[src/design/assert_macros.svh]
// Assertion macros shared by the compositor modules.
`ifndef ASSERT_MACROS_SVH
`define ASSERT_MACROS_SVH
// Implication checked on every clock edge outside reset.
`define ASSERT_IMPLY(label, clk, rst, a, c) \
   label: assert property (@(posedge clk) disable iff (rst) (a) |-> (c)) \
      else $error("assertion failed: label");
// Next-cycle implication checked outside reset.
`define ASSERT_NEXT(label, clk, rst, a, c) \
   label: assert property (@(posedge clk) disable iff (rst) (a) |=> (c)) \
      else $error("assertion failed: label");
`endif

[src/design/mcc_pkg.sv]
// Shared types and constants of the mosaic canvas compositor.
package mcc_pkg;
   localparam int CANVAS_SIDE = 256;
   localparam int SIDE_W = $clog2(CANVAS_SIDE);
   localparam int CELL_W = 2 * SIDE_W;
   localparam int CELLS = CANVAS_SIDE * CANVAS_SIDE;
   localparam int ORIGIN = CANVAS_SIDE / 2;
   localparam logic [1:0] OP_COMPOSITE = 2'd0;
   localparam logic [1:0] OP_QUERY = 2'd1;
   localparam logic [1:0] OP_CLEAR = 2'd2;
   localparam logic [1:0] OP_READ = 2'd3;
   localparam logic CSR_FRAME_WIDTH = 1'b0;
   localparam logic CSR_FRAME_HEIGHT = 1'b1;
   localparam logic [16:0] COUNT_MAX = 17'h1FFFF;

   // Classified command handed from the front to the back part.
   typedef struct packed {
      logic [1:0] op;
      logic       write_px;   // composite that lands inside canvas and frame
      logic       on_canvas;
      logic [CELL_W-1:0] cell_addr;
      logic [23:0] colour;    // red, green, blue from high to low
      logic       box_upd;    // last pixel of a frame meeting the canvas
      logic signed [16:0] px;
      logic signed [16:0] py;
      logic signed [16:0] fx1;
      logic signed [16:0] fy1;
      logic [SIDE_W:0] x0;    // clipped rectangle, end exclusive
      logic [SIDE_W:0] y0;
      logic [SIDE_W:0] x1;
      logic [SIDE_W:0] y1;
      logic       clip_ok;
   } cmd_type;

   typedef struct packed {
      logic signed [16:0] min_x;
      logic signed [16:0] min_y;
      logic signed [16:0] max_x;
      logic signed [16:0] max_y;
      logic        canvas_empty;
      logic [16:0] covered_count;
      logic [7:0]  read_blue;
      logic [7:0]  read_green;
      logic [7:0]  read_red;
      logic        read_covered;
   } rsp_type;
endpackage

[src/design/mcc_queue.sv]
// Two-entry command queue between front and back.
module mcc_queue (
   input  logic clock,
   input  logic reset,
   input  logic in_valid,
   output logic in_ready,
   input  mcc_pkg::cmd_type in_cmd,
   output logic out_valid,
   input  logic out_ready,
   output mcc_pkg::cmd_type out_cmd
);
   import mcc_pkg::*;
   `include "assert_macros.svh"

   cmd_type slot_ff [2];
   logic rd_ff, wr_ff;
   logic [1:0] cnt_ff, cnt_in;
   logic push, pop;

   assign in_ready = cnt_ff != 2'd2;
   assign out_valid = cnt_ff != 2'd0;
   assign out_cmd = slot_ff[rd_ff];
   assign push = in_valid && in_ready;
   assign pop = out_valid && out_ready;
   assign cnt_in = cnt_ff + {1'b0, push} - {1'b0, pop};

   always_ff @(posedge clock) begin
      if (reset) begin
         rd_ff <= 1'b0;
         wr_ff <= 1'b0;
         cnt_ff <= 2'd0;
      end else begin
         if (push) wr_ff <= !wr_ff;
         if (pop) rd_ff <= !rd_ff;
         cnt_ff <= cnt_in;
      end
      if (push) slot_ff[wr_ff] <= in_cmd;
   end

   `ASSERT_IMPLY(a_cnt_range, clock, reset, 1'b1, cnt_ff <= 2'd2)
   `ASSERT_IMPLY(a_ptr_match, clock, reset, cnt_ff == 2'd0 || cnt_ff == 2'd2, rd_ff == wr_ff)
endmodule

[config.mk]
export PLATFORM = sky130hd
export DESIGN_NAME = mcc_queue
export DESIGN_NICKNAME = d
export VERILOG_FILES = /design/src/design/mcc_pkg.sv /design/src/design/mcc_queue.sv
export VERILOG_INCLUDE_DIRS = /design/src /design/src/design
export SDC_FILE = /design/constraint.sdc
export NUM_CORES = 1
export LEC_CHECK = 0
export ABC_AREA = 1
export BUFFER_PORTS_ARGS = -buffer_cell sky130_fd_sc_hd__buf_2
export CORE_AREA = 4 4 165 167
export CTS_CLUSTER_DIAMETER = 200
export DETAILED_ROUTE_END_ITERATION = 10
export DIE_AREA = 0 0 169 171
export GPL_ROUTABILITY_DRIVEN = 0
export PLACE_DENSITY = 0.69
export SLEW_MARGIN = 20
export SYNTH_ARGS = -nofsm -noshare
export SYNTH_HDL_FRONTEND = slang
export SYNTH_SLANG_ARGS = --single-unit
[constraint.sdc]
create_clock -name clock -period 20.8 [get_ports clock]
set_clock_uncertainty 0.15 [all_clocks]
set_input_delay 4.16 -clock clock [delete_from_list [all_inputs] [get_ports clock]]
set_output_delay 4.16 -clock clock [all_outputs]
set_load 0.01 [all_outputs]
; Word-level counts from Yosys, hierarchy flattened
; Memory sizes are Yosys's and may differ from the RTL's. A register that Yosys moved wholly into a read port is not among the register bits.
; Index checks and enable logic that the tools add are counted.
[totals]
regBits = 4
ram_bits = 300
inputBits = 154
n_memories = 1
[op_classes]
add_sub_neg = 2
n_eq_ne = 1
n_mux = 4
reduce_logical = 5
[mem_list]
columns = memory, words, word_bits, rd, rd_ports_with_merged_regs, write_ports, line_no
row1 = slot_ff, 2, 150, 1, 1, 1, mcc_queue.sv:15  ; cmd_type slot_ff [2];
[op_table]
columns = operator, n
row1 = $mux W1, 4
row2 = $add A2 B1 Y2, 1
row3 = $logic_and A1 B1 Y1, 2
row4 = $logic_not A1 Y1, 2
row5 = $ne A2 B2 Y1 const B, 1
row6 = $reduce_bool A2 Y1, 1
row7 = $sub A2 B1 Y2, 1

; Longest topological paths before layout
[depth]
ltp_word = 4
depth_mapped = 11
depth_no_buf = 11

; Worst setup path before layout
; No wires, ideal clock.
[synth_path]
kind = input-to-reg
start = in in_valid
end = mem slot_ff[1][0] in the netlist's numbering, enable pin
arrival_time_ps = 10546
required_ps = 19986
path_slack_ps = 9441
cell_stages = 2
n_path_buf = 0
cell_sequence = nand2_1 -> nor2_1
[synth_via]
elab_chain_cells = 3
[synth_rtl]
columns = element, line_no
row1 = from (decl), mcc_queue.sv:5  ; input logic in_valid,
row2 = $logic_and A1 B1 Y1, mcc_queue.sv:23  ; assign push = in_valid && in_ready;
row3 = $mux W1, mcc_queue.sv:37  ; if (push) slot_ff[wr_ff] <= in_cmd;
row4 = $mux W1 (implied by the code), mcc_queue.sv:37
row5 = to (decl), mcc_queue.sv:15
; No other way between the ends.

==> results.py <==
metrics = {
    "outcome": {
        "status": "finished, final reports clean",
    },
    "sta": {
        "worst_slew_pin_slew_ns": 0.9913,
        "finalWorstPathRequiredPeriod_ns": 7.145,
        "rsz0062_at_grt": "false",
        "slew_headroom_pct": 33.91,
        "period_share_pct": 34.35,
        "max_freq_mhz": 140.0,
        "hold_viol": 0,
        "fin_setup_tns_ns": 0,
        "setup_viol": 0,
        "drv_slew": 0,
    },
    "clocking": {
        "cts_hold_buffers": 0,
        "clkTransAtPathRegs_ns": 0.06,
        "cts_tree": "done",
        "cts_made_buffers": 30,
        "cts_repair_resize_count": 0,
        "postCtsSetupBuffers": 0,
        "clock-sinks": 305,
        "root_buffer": "clkbuf_16",
        "insertion_delay_ns": 0.54,
        "htree_levels": 1,
        "clk_path_buf_depth": 3,
    },
    "die": {
        "dieArea_sq_um": 28900,
        "start_util_pct": 44.53,
        "core_sq_um": 25760,
        "die_x_microns": 169,
        "fp.dieH_microns": 171,
        "ios": 306,
        "std_cell_rows": 59,
    },
    "synthesis": {
        "synth_common_cells": "edfxtp_1 (300), mux2_4 (100), mux2_2 (50)",
        "synth_top_area_share_pct": 78.53,
        "synth_edf_count": 300,
        "yosysMostFrequentCell": "edfxtp_1",
        "yosys_warnings": 0,
        "synth_cell_type_count": 15,
        "synth_fp_nets": 658,
        "netlist_area_sq_um": 11470,
        "synth_largest_area_cell": "edfxtp_1",
        "synthCells": 503,
        "async_flop_share_pct": 0,
        "synth-seq-area-share_pct": 79.40,
        "yosys_most_used_dff": "edfxtp_1",
        "ys_seq_elements": 305,
        "synth.area.top_cells": "edfxtp_1 (79%), mux2_4 (13%), mux2_2 (4.9%), buf_6 (1.1%), dfxtp_1 (0.87%)",
        "synth_area_per_cell_sq_um": 22.81,
    },
    "worst_setup_path": {
        "path_buf_inv": 2,
        "cp_cell_sequence": "buf_4 > mux2_2 > buf_2",
        "crit_required_ns": 16.49,
        "critPathSlowestCell": "buf_4",
        "critPathKind": "reg -> out",
        "crit_family": "buffers and inverters",
        "start_kind": "register",
        "cp.arrival_ns": 2.84,
        "cp_max_fo": 57,
        "worstSetupEndpointType": "output pin",
        "critPathMaxStageDelay_ns": 0.84,
    },
    "global_route": {
        "grt_use_total_pct": 14.34,
        "first_global_vias": 5846,
        "grt.overflow.total": 0,
        "grt_pass1_wl_microns": 32380,
        "grt_max_degree": 67,
        "antenna_found_initial": 5,
    },
    "job": {
        "maxCapViolCount": 0,
    },
    "detailed_routing": {
        "antenna_left": 0,
        "detail_route.wl_per_cell_microns": 18.64,
        "first_pass_iters": 5,
        "wirelength_microns": 22170,
        "drt_iter0_drc": 264,
        "drc": 0,
        "vias_per_cell": 4.762,
        "via_count": 5662,
    },
    "worst_hold_path": {
        "hold_class": "reg -> reg",
    },
    "place": {
        "dpl_cell_area_sq_um": 13320,
        "hpwl_microns": 14940,
        "io_buffers": 305,
    },
    "pwr": {
        "p_clk_share_pct": 28.2,
        "switching_share_pct": 26.50,
        "leakage_nw": 5.491,
        "p_int_mw": 1.257,
        "pwr-share-seq_pct": 47.6,
        "power_frac_comb_pct": 24.3,
        "p_sw_mw": 0.4533,
        "powerDensity_nw_per_um2": 120.5,
        "vdd_drop_max_v": 0.00008735,
    },
    "cells_and_area": {
        "area_growth_pct": 23.75,
        "fin_area_sq_um": 14200,
        "fin_nets": 984,
        "final_layout_size_suffix_gt1_share_pct": 58.73,
    },
}
## metal layers
layer | share of wire, % | global-route usage (%)
met1 | 40 | 18.18
met4 | 2.1 | 3.920
met2 | 48 | 23.44
met5 | 0.23 | 0
met3 | 9.8 | 5.430
## final timing paths
path,from,endpoint,slack [ns],depth (start not counted)
worst max-delay path,register,out_cmd[18],13.65,3
worst min-delay path,rd_ff,register,0.35,2
worst max register to register,cnt_ff[0],slot_ff[1][94],18.08,5
worst min register to register,rd_ff,register,0.35,2
## worst reg2reg max path: cells and delay by family (launching register included)
family	cells	cell delay, ns
flops	1	0.35
simple gates	3	0.89
buf+inv	2	0.86
## power by group through the flow
stage | clock [mW] | sequential [mW] | combinational (mW)
floorplan | 0 | 0.829 | 0.292
global placement | 0 | 0.825 | 0.421
detailed placement | 0 | 0.827 | 0.424
CTS | 0.498 | 0.815 | 0.426
global route | 0.524 | 0.822 | 0.447
finish | 0.482 | 0.813 | 0.415
## flip-flops by register name, summed over array words and instances (netlist names), named ones only
register  cells
slot_ff     300
rd_ff         1
wr_ff         1
cnt_ff        2
## cells by family (layout without fill, tap and decap cells)
family / after synthesis / in the layout / share of synthesized area, %
compound gates: 2 / 2 / 0.08725
xor+xnor: 1 / 1 / 0.07636
fa+ha+maj: 1 / 1 / 0.1090
buf+inv: 25 / 375 / 1.690
flops: 305 / 305 / 79.40
mux: 150 / 150 / 18.00
other cells: 0 / 1 / 0
simple gates: 19 / 19 / 0.6434
## final cells by class
cell class / count / area [sq um]
fill: 2056 / 11570
sequential: 305 / 9112
multi-input combinational: 173 / 2185
timing repair buffer: 311 / 1572
clock buffer: 41 / 813.3
tap: 335 / 419.2
clock inverter: 15 / 63.81
inverter: 8 / 30.03
antenna: 1 / 2.502
## through the flow
stage	cells	util, %	hold WS (ns)	setup slack, ns	power (mW)
2_1_floorplan	503	-	0.3169	9.441	1.121
3_3_place_gp	1132	51.69	0.3325	14.19	1.245
3_5_place_dp	1132	51.69	0.3360	14.19	1.251
4_1_cts	1188	55.10	0.3617	13.59	1.739
5_1_grt	1189	55.11	0.3867	13.49	1.793
6_report	1189	55.11	0.3478	13.65	1.710
## cells in the final DEF, fill, tap and decap left out, drive strengths merged, types with 2 or more instances in the layout
cell type  count
edfxtp       300
a21oi          2
clkbuf        41
inv            8
clkinv        15
nor2           9
dfxtp          5
nand2          8
buf          311
mux2         150
No activity file was read; power rests on OpenSTA's default activity.
