### src/design/assert_macros.svh
// Assertion macros shared by the compositor modules.
`ifndef ASSERT_MACROS_SVH
`define ASSERT_MACROS_SVH
// Implication checked on every clock edge outside reset.
`define ASSERT_IMPLY(label, clk, rst, a, c) \
   label: assert property (@(posedge clk) disable iff (rst) (a) |-> (c)) \
      else $error("assertion failed: label");
// Next-cycle implication checked outside reset.
`define ASSERT_NEXT(label, clk, rst, a, c) \
   label: assert property (@(posedge clk) disable iff (rst) (a) |=> (c)) \
      else $error("assertion failed: label");
`endif

### src/design/mcc_pkg.sv
// Shared types and constants of the mosaic canvas compositor.
package mcc_pkg;
   localparam int CANVAS_SIDE = 256;
   localparam int SIDE_W = $clog2(CANVAS_SIDE);
   localparam int CELL_W = 2 * SIDE_W;
   localparam int CELLS = CANVAS_SIDE * CANVAS_SIDE;
   localparam int ORIGIN = CANVAS_SIDE / 2;
   localparam logic [1:0] OP_COMPOSITE = 2'd0;
   localparam logic [1:0] OP_QUERY = 2'd1;
   localparam logic [1:0] OP_CLEAR = 2'd2;
   localparam logic [1:0] OP_READ = 2'd3;
   localparam logic CSR_FRAME_WIDTH = 1'b0;
   localparam logic CSR_FRAME_HEIGHT = 1'b1;
   localparam logic [16:0] COUNT_MAX = 17'h1FFFF;

   // Classified command handed from the front to the back part.
   typedef struct packed {
      logic [1:0] op;
      logic       write_px;   // composite that lands inside canvas and frame
      logic       on_canvas;
      logic [CELL_W-1:0] cell_addr;
      logic [23:0] colour;    // red, green, blue from high to low
      logic       box_upd;    // last pixel of a frame meeting the canvas
      logic signed [16:0] px;
      logic signed [16:0] py;
      logic signed [16:0] fx1;
      logic signed [16:0] fy1;
      logic [SIDE_W:0] x0;    // clipped rectangle, end exclusive
      logic [SIDE_W:0] y0;
      logic [SIDE_W:0] x1;
      logic [SIDE_W:0] y1;
      logic       clip_ok;
   } cmd_type;

   typedef struct packed {
      logic signed [16:0] min_x;
      logic signed [16:0] min_y;
      logic signed [16:0] max_x;
      logic signed [16:0] max_y;
      logic        canvas_empty;
      logic [16:0] covered_count;
      logic [7:0]  read_blue;
      logic [7:0]  read_green;
      logic [7:0]  read_red;
      logic        read_covered;
   } rsp_type;
endpackage

### src/design/mcc_front.sv
// Front end: decodes one request into a classified command, one register stage.
module mcc_front (
   input  logic clock,
   input  logic reset,
   input  logic in_valid,
   output logic in_ready,
   input  logic [1:0] op,
   input  logic signed [15:0] pose_x,
   input  logic signed [15:0] pose_y,
   input  logic [11:0] col,
   input  logic [11:0] row,
   input  logic [23:0] colour,
   input  logic last,
   input  logic [12:0] frame_width,
   input  logic [12:0] frame_height,
   output logic out_valid,
   input  logic out_ready,
   output mcc_pkg::cmd_type out_cmd
);
   import mcc_pkg::*;

   logic valid_ff, valid_in;
   cmd_type cmd_ff, cmd_in;
   logic signed [18:0] cx, cy, ax, ay, ex, ey, cx0, cy0, cx1, cy1;

   assign in_ready = !valid_ff || out_ready;
   assign out_valid = valid_ff;
   assign out_cmd = cmd_ff;

   always_comb begin
      cx = 19'(pose_x) + 19'(signed'({1'b0, col})) + 19'(ORIGIN);
      cy = 19'(pose_y) + 19'(signed'({1'b0, row})) + 19'(ORIGIN);
      ax = 19'(pose_x) + 19'(ORIGIN);
      ay = 19'(pose_y) + 19'(ORIGIN);
      ex = ax + 19'(signed'({1'b0, frame_width}));
      ey = ay + 19'(signed'({1'b0, frame_height}));
      cx0 = (ax < 0) ? 19'sd0 : ax;
      cy0 = (ay < 0) ? 19'sd0 : ay;
      cx1 = (ex > 19'(CANVAS_SIDE)) ? 19'(CANVAS_SIDE) : ex;
      cy1 = (ey > 19'(CANVAS_SIDE)) ? 19'(CANVAS_SIDE) : ey;
      cmd_in.op = op;
      cmd_in.on_canvas = cx >= 0 && cx < 19'(CANVAS_SIDE) && cy >= 0 && cy < 19'(CANVAS_SIDE);
      cmd_in.cell_addr = {cy[SIDE_W-1:0], cx[SIDE_W-1:0]};
      cmd_in.colour = colour;
      cmd_in.clip_ok = cx0 < cx1 && cy0 < cy1;
      cmd_in.write_px = op == OP_COMPOSITE && cmd_in.on_canvas
                        && {1'b0, col} < frame_width && {1'b0, row} < frame_height;
      cmd_in.box_upd = op == OP_COMPOSITE && last && cmd_in.clip_ok;
      cmd_in.px = 17'(pose_x);
      cmd_in.py = 17'(pose_y);
      cmd_in.fx1 = 17'(pose_x) + 17'(signed'({1'b0, frame_width[12:0]}));
      cmd_in.fy1 = 17'(pose_y) + 17'(signed'({1'b0, frame_height[12:0]}));
      // clipped bounds lie in 0..CANVAS_SIDE once the rectangle is valid
      cmd_in.x0 = cx0[SIDE_W:0];
      cmd_in.y0 = cy0[SIDE_W:0];
      cmd_in.x1 = cx1[SIDE_W:0];
      cmd_in.y1 = cy1[SIDE_W:0];
      valid_in = valid_ff;
      if (in_ready) valid_in = in_valid;
   end

   always_ff @(posedge clock) begin
      if (reset) valid_ff <= 1'b0;
      else valid_ff <= valid_in;
      if (in_valid && in_ready) cmd_ff <= cmd_in;
   end
endmodule

### config.mk
export PLATFORM = sky130hd
export DESIGN_NAME = mcc_front
export DESIGN_NICKNAME = d
export VERILOG_FILES = /design/src/design/assert_macros.svh /design/src/design/mcc_pkg.sv /design/src/design/mcc_front.sv
export SDC_FILE = /design/constraint.sdc
export NUM_CORES = 1
export LEC_CHECK = 0
export ABC_CLOCK_PERIOD_IN_PS = 5900
export BUFFER_PORTS_ARGS = -buffer_cell sky130_fd_sc_hd__buf_4
export CORE_UTILIZATION = 55
export CTS_CLUSTER_DIAMETER = 120
export DETAILED_ROUTE_END_ITERATION = 7
export PLACE_DENSITY = 0.85
export SYNTH_ARGS = -nofsm -noshare
export SYNTH_HDL_FRONTEND = slang
export SYNTH_SLANG_ARGS = --single-unit
### constraint.sdc
create_clock -name clock -period 5.9 [get_ports clock]
set_input_delay 0.59 -clock clock [delete_from_list [all_inputs] [get_ports clock]]
set_output_delay 0.59 -clock clock [all_outputs]
set_load 0.02 [all_outputs]
* After elaboration in Yosys (flattened, before gate mapping)
Index checks and enable logic that the tools add are counted.
Word-level totals: output and inout port bits 152, logic and storage cells 55, input bits 113, bits in registers 149
Operators by class: add/subtract/negate cells 10, magnitude comparators 12, reduce and logical (&&, ||, !) cells 13, mux-type cells 4
Operators by type and width (count):
- 19-bit 2-to-1 mux | 4
- 19-bit less-than comparator | 2
- 17-bit by 14-bit adder with 18-bit output | 2
- 17-bit by 9-bit adder with 18-bit output, second input constant | 2
- 18-bit by 1-bit >= comparator with 1-bit output, second input constant | 2
- 18-bit by 10-bit greater-than comparator with 1-bit output, second input constant | 2
- 18-bit by 10-bit less-than comparator with 1-bit output, second input constant | 2
- 16-bit by 13-bit adder with 17-bit output | 2
- 16-bit by 14-bit adder with 17-bit output | 2
- 16-bit by 9-bit adder with 17-bit output, second input constant | 2
- 17-bit by 1-bit less-than comparator with 1-bit output, second input constant | 2
- 12-bit by 13-bit less-than comparator with 1-bit output | 2
- 1-bit logical AND | 10
- 2-bit logical NOT | 1
- 1-bit logical NOT | 1
- 1-bit logical OR | 1

* Logic depth before layout (Yosys ltp)
depth after elaboration 9, gate-level depth with buffers 24, gate-level depth less buffers 23

* Worst setup path before layout
No wires, ideal clock.
path kind input -> register, from input out_ready, to register cmd_ff (netlist bit out_cmd[0]), enable pin, setup time 0.525 ns, stages on the path 2, path buffers 0, path slack 1.095 ns, data arrival time 4.280 ns, required time 5.375 ns, cell sequence nand2b_1 > and2_1
On the way: word-level cells in the longest chain between the ends 2
Ends and longest elaborated chain:
- from (decl) | line mcc_front.sv:17 | input logic out_ready,
- 1-bit logical OR | line mcc_front.sv:26 | assign in_ready = !valid_ff || out_ready;
- 1-bit logical AND | line mcc_front.sv:65 | if (in_valid && in_ready) cmd_ff <= cmd_in;
- to (signal assigned) | line mcc_front.sv:65
- to (decl) | line mcc_front.sv:23 | cmd_type cmd_ff, cmd_in;
Every way passes these cells. A chain may end at the register's enable or synchronous reset.

==> flow_metrics.tcl <==
set metrics [dict create \
    run_status "finished, final reports clean" \
    tightest_slew_ns 1.021 \
    n_antenna_cell 0 \
    placed_cells 1438 \
    cp-end-kind "register" \
    wl_per_cell_um 19.03 \
    cts_htree_levels 4 \
    synth.cell_area_sq_um 10370 \
    critPathArrivalTime_ns 5.23 \
    slew_violations 0 \
    globalRouteMet2Util 0.4803 \
    powerDensity_nw_per_um2 266.1 \
    synth_top_area_frac 0.4284 \
    max_freq_mhz 202.1 \
    cts_tree "yes" \
    grt_usage 0.2869 \
    dp_slack_ns 0.6854 \
    post_cts_buffers 0 \
    final_common_cell "buf_4" \
    async_reset_ff_frac 0 \
    use_met3 0.05127 \
    dieArea_sq_um 19420 \
    drt_iter0_markers 637 \
    area_delta_synth_final_pct 27.15 \
    drv_cap 0 \
    ctsResizeCount 0 \
    final_cell_mix "buf_4 (266), edfxtp_1 (148), ha_1 (140), nor2_1 (72), a21oi_1 (65)" \
    place_hpwl_um 21490 \
    synth_cell_types 74 \
    gp_congestion 0.9962 \
    syn_inst 960 \
    syn-num-nets 1217 \
    finalSetupTns_ns 0 \
    min_period_ns 4.949 \
    crit_type "primary input to register" \
    fp.dieW_um 139.3 \
    io_pins 265 \
    grt_overflow 0 \
    reg2reg_slack_ns 3.79 \
    min_path_type "primary input to register" \
    crit_fanout 13 \
    wirelength_um 27980 \
    fin_crit_sh 0.8387 \
    ys_ff_latch 149 \
    synth_warnings 0 \
    finalHoldViolCount 0 \
    rsz0062_at_grt "no" \
    nFillCells 1322 \
    critical_path_required_ns 6.18 \
    multiInputGateArea_sq_um 5608 \
    nNetsFinal 1485 \
    start_util 0.5698 \
    clockBufferDepth 2 \
    top_usage_layer "met2" \
    insertion_delay_ns 0.43 \
    core_sq_um 18210 \
    viasPerCell 5.898 \
    layout-drive-gt1-share 0.2595 \
    cts_root_buf "clkbuf_16" \
    ctsHoldBuffers 0 \
    yosys.area.top_type "edfxtp_1" \
    numClockSinks 149 \
    finalSetupViolCount 0 \
    grt_pass1_wl_um 43720 \
    synth_edf_count 148 \
    drc 0 \
    slew_headroom 0.3193 \
    grt_pass1_vias 8440 \
    critPathLaunchType "primary input" \
    clk_pin_slew_ns 0.07 \
    num_rows 49 \
    antenna_found_initial 0 \
    instances_no_fill 1470 \
    portBuffers 264 \
    power_leakage_nw 5.848 \
    drtAntennaViolNets 0 \
    vias 8670 \
    skew_ns 0.01147 \
    cts_buffers 17 \
    synthFlopType "edfxtp_1" \
    die_h_um 139.3 \
    grt_max_degree 78 \
    gr-usage-met1 0.3699 \
    drt_first_pass_iters 5 \
    ir_drop_mv 0.2017 \
    ff_latch_area_sq_um 4464 \
    syn_area_per_cell_sq_um 10.81 \
    yosysSeqAreaShare 0.4303 \
    fin_ws_ns 0.9515 \
    yosys-top-cells-area "edfxtp_1 (43%), ha_1 (17%), xnor2_1 (4.0%)" \
]
-- metal layers --
metal	vias up	routed length, um
li1	4123	-
met1	4090	11850
met2	398	13310
met3	59	1991
met4	0	827
met5	-	0
-- synth_stat cells (10+ instances only) --
| master | n |
|---|---|
| o21a_1 | 15 |
| nand4_1 | 12 |
| edfxtp_1 | 148 |
| o21ai_0 | 35 |
| nor3_1 | 12 |
| a21o_1 | 26 |
| and2_1 | 22 |
| nor2_1 | 72 |
| a21oi_1 | 65 |
| ha_1 | 140 |
| nor2b_1 | 27 |
| a211oi_1 | 12 |
| inv_1 | 56 |
| o211ai_1 | 11 |
| clkbuf_1 | 10 |
| nand3_1 | 15 |
| xor2_1 | 21 |
| xnor2_1 | 47 |
| nand2b_1 | 22 |
| o21bai_1 | 12 |
| nand2_1 | 55 |
-- flip-flops by register name, summed over array words and instances (netlist names) --
name,count
out_cmd,148
out_valid,1
-- cells by family after synthesis --
logic type / Yosys count / share of synthesized area
simple gates: 284 / 0.1429
compound gates: 237 / 0.1585
flops: 149 / 0.4303
fa+ha+maj: 144 / 0.1766
buf+inv: 74 / 0.02943
xor+xnor: 69 / 0.05897
mux: 3 / 0.003376
-- final cells by class --
cell class	instances	share of cell area
multi-input cells	737	0.4251
flip-flops and latches	149	0.3384
repair buffers	267	0.1529
clock buffers	17	0.03225
well taps	229	0.02172
inverters	56	0.01593
clock inverters	15	0.01366
-- where the power goes --
group          total (mW)  leakage [nW]  switching [mW]  internal [mW]
clock network        1.11         0.292           0.538          0.574
logic                1.09          4.11           0.633          0.454
registers            1.31          1.45          0.0257           1.29
-- per-stage QoR --
stage	power, mW	utilization	area, sq um	hold WS [ns]
floorplan	2.032	-	10380	0.6591
global placement	2.378	0.6912	12590	0.5133
detailed placement	2.402	0.6912	12590	0.5335
CTS	3.511	0.7245	13190	0.2943
global route	3.656	0.7245	13190	0.2923
finish	3.511	0.7245	13190	0.2987
-- final timing paths --
| path | from | end | depth (start not counted) |
|---|---|---|---|
| worst min-delay path | reset | out_valid | 2 |
| worst max-delay path | pose_y[0] | out_cmd[0] | 22 |
| worst min register to register | out_valid | out_valid | 2 |
| worst max register to register | out_valid | out_cmd[144] | 3 |
-- worst max-delay path: stages --
cell and delay [ns]:
buf_4 0.13, ha_1 0.23, fa_1 0.41, a211oi_1 0.44, nor2_1 0.12, xnor2_1 0.28
nand3_1 0.11, or4_1 0.53, a21oi_1 0.17, and4_1 0.25, or2_2 0.27, nand2_1 0.09
ha_1 0.31, a21oi_1 0.19, nor2b_1 0.07, o21ai_0 0.16, nand2b_1 0.08, a211oi_1 0.22
o21ai_0 0.13, a21oi_1 0.20, nand2_1 0.07, nor3_1 0.17
(Power assumes the default switching activity.)
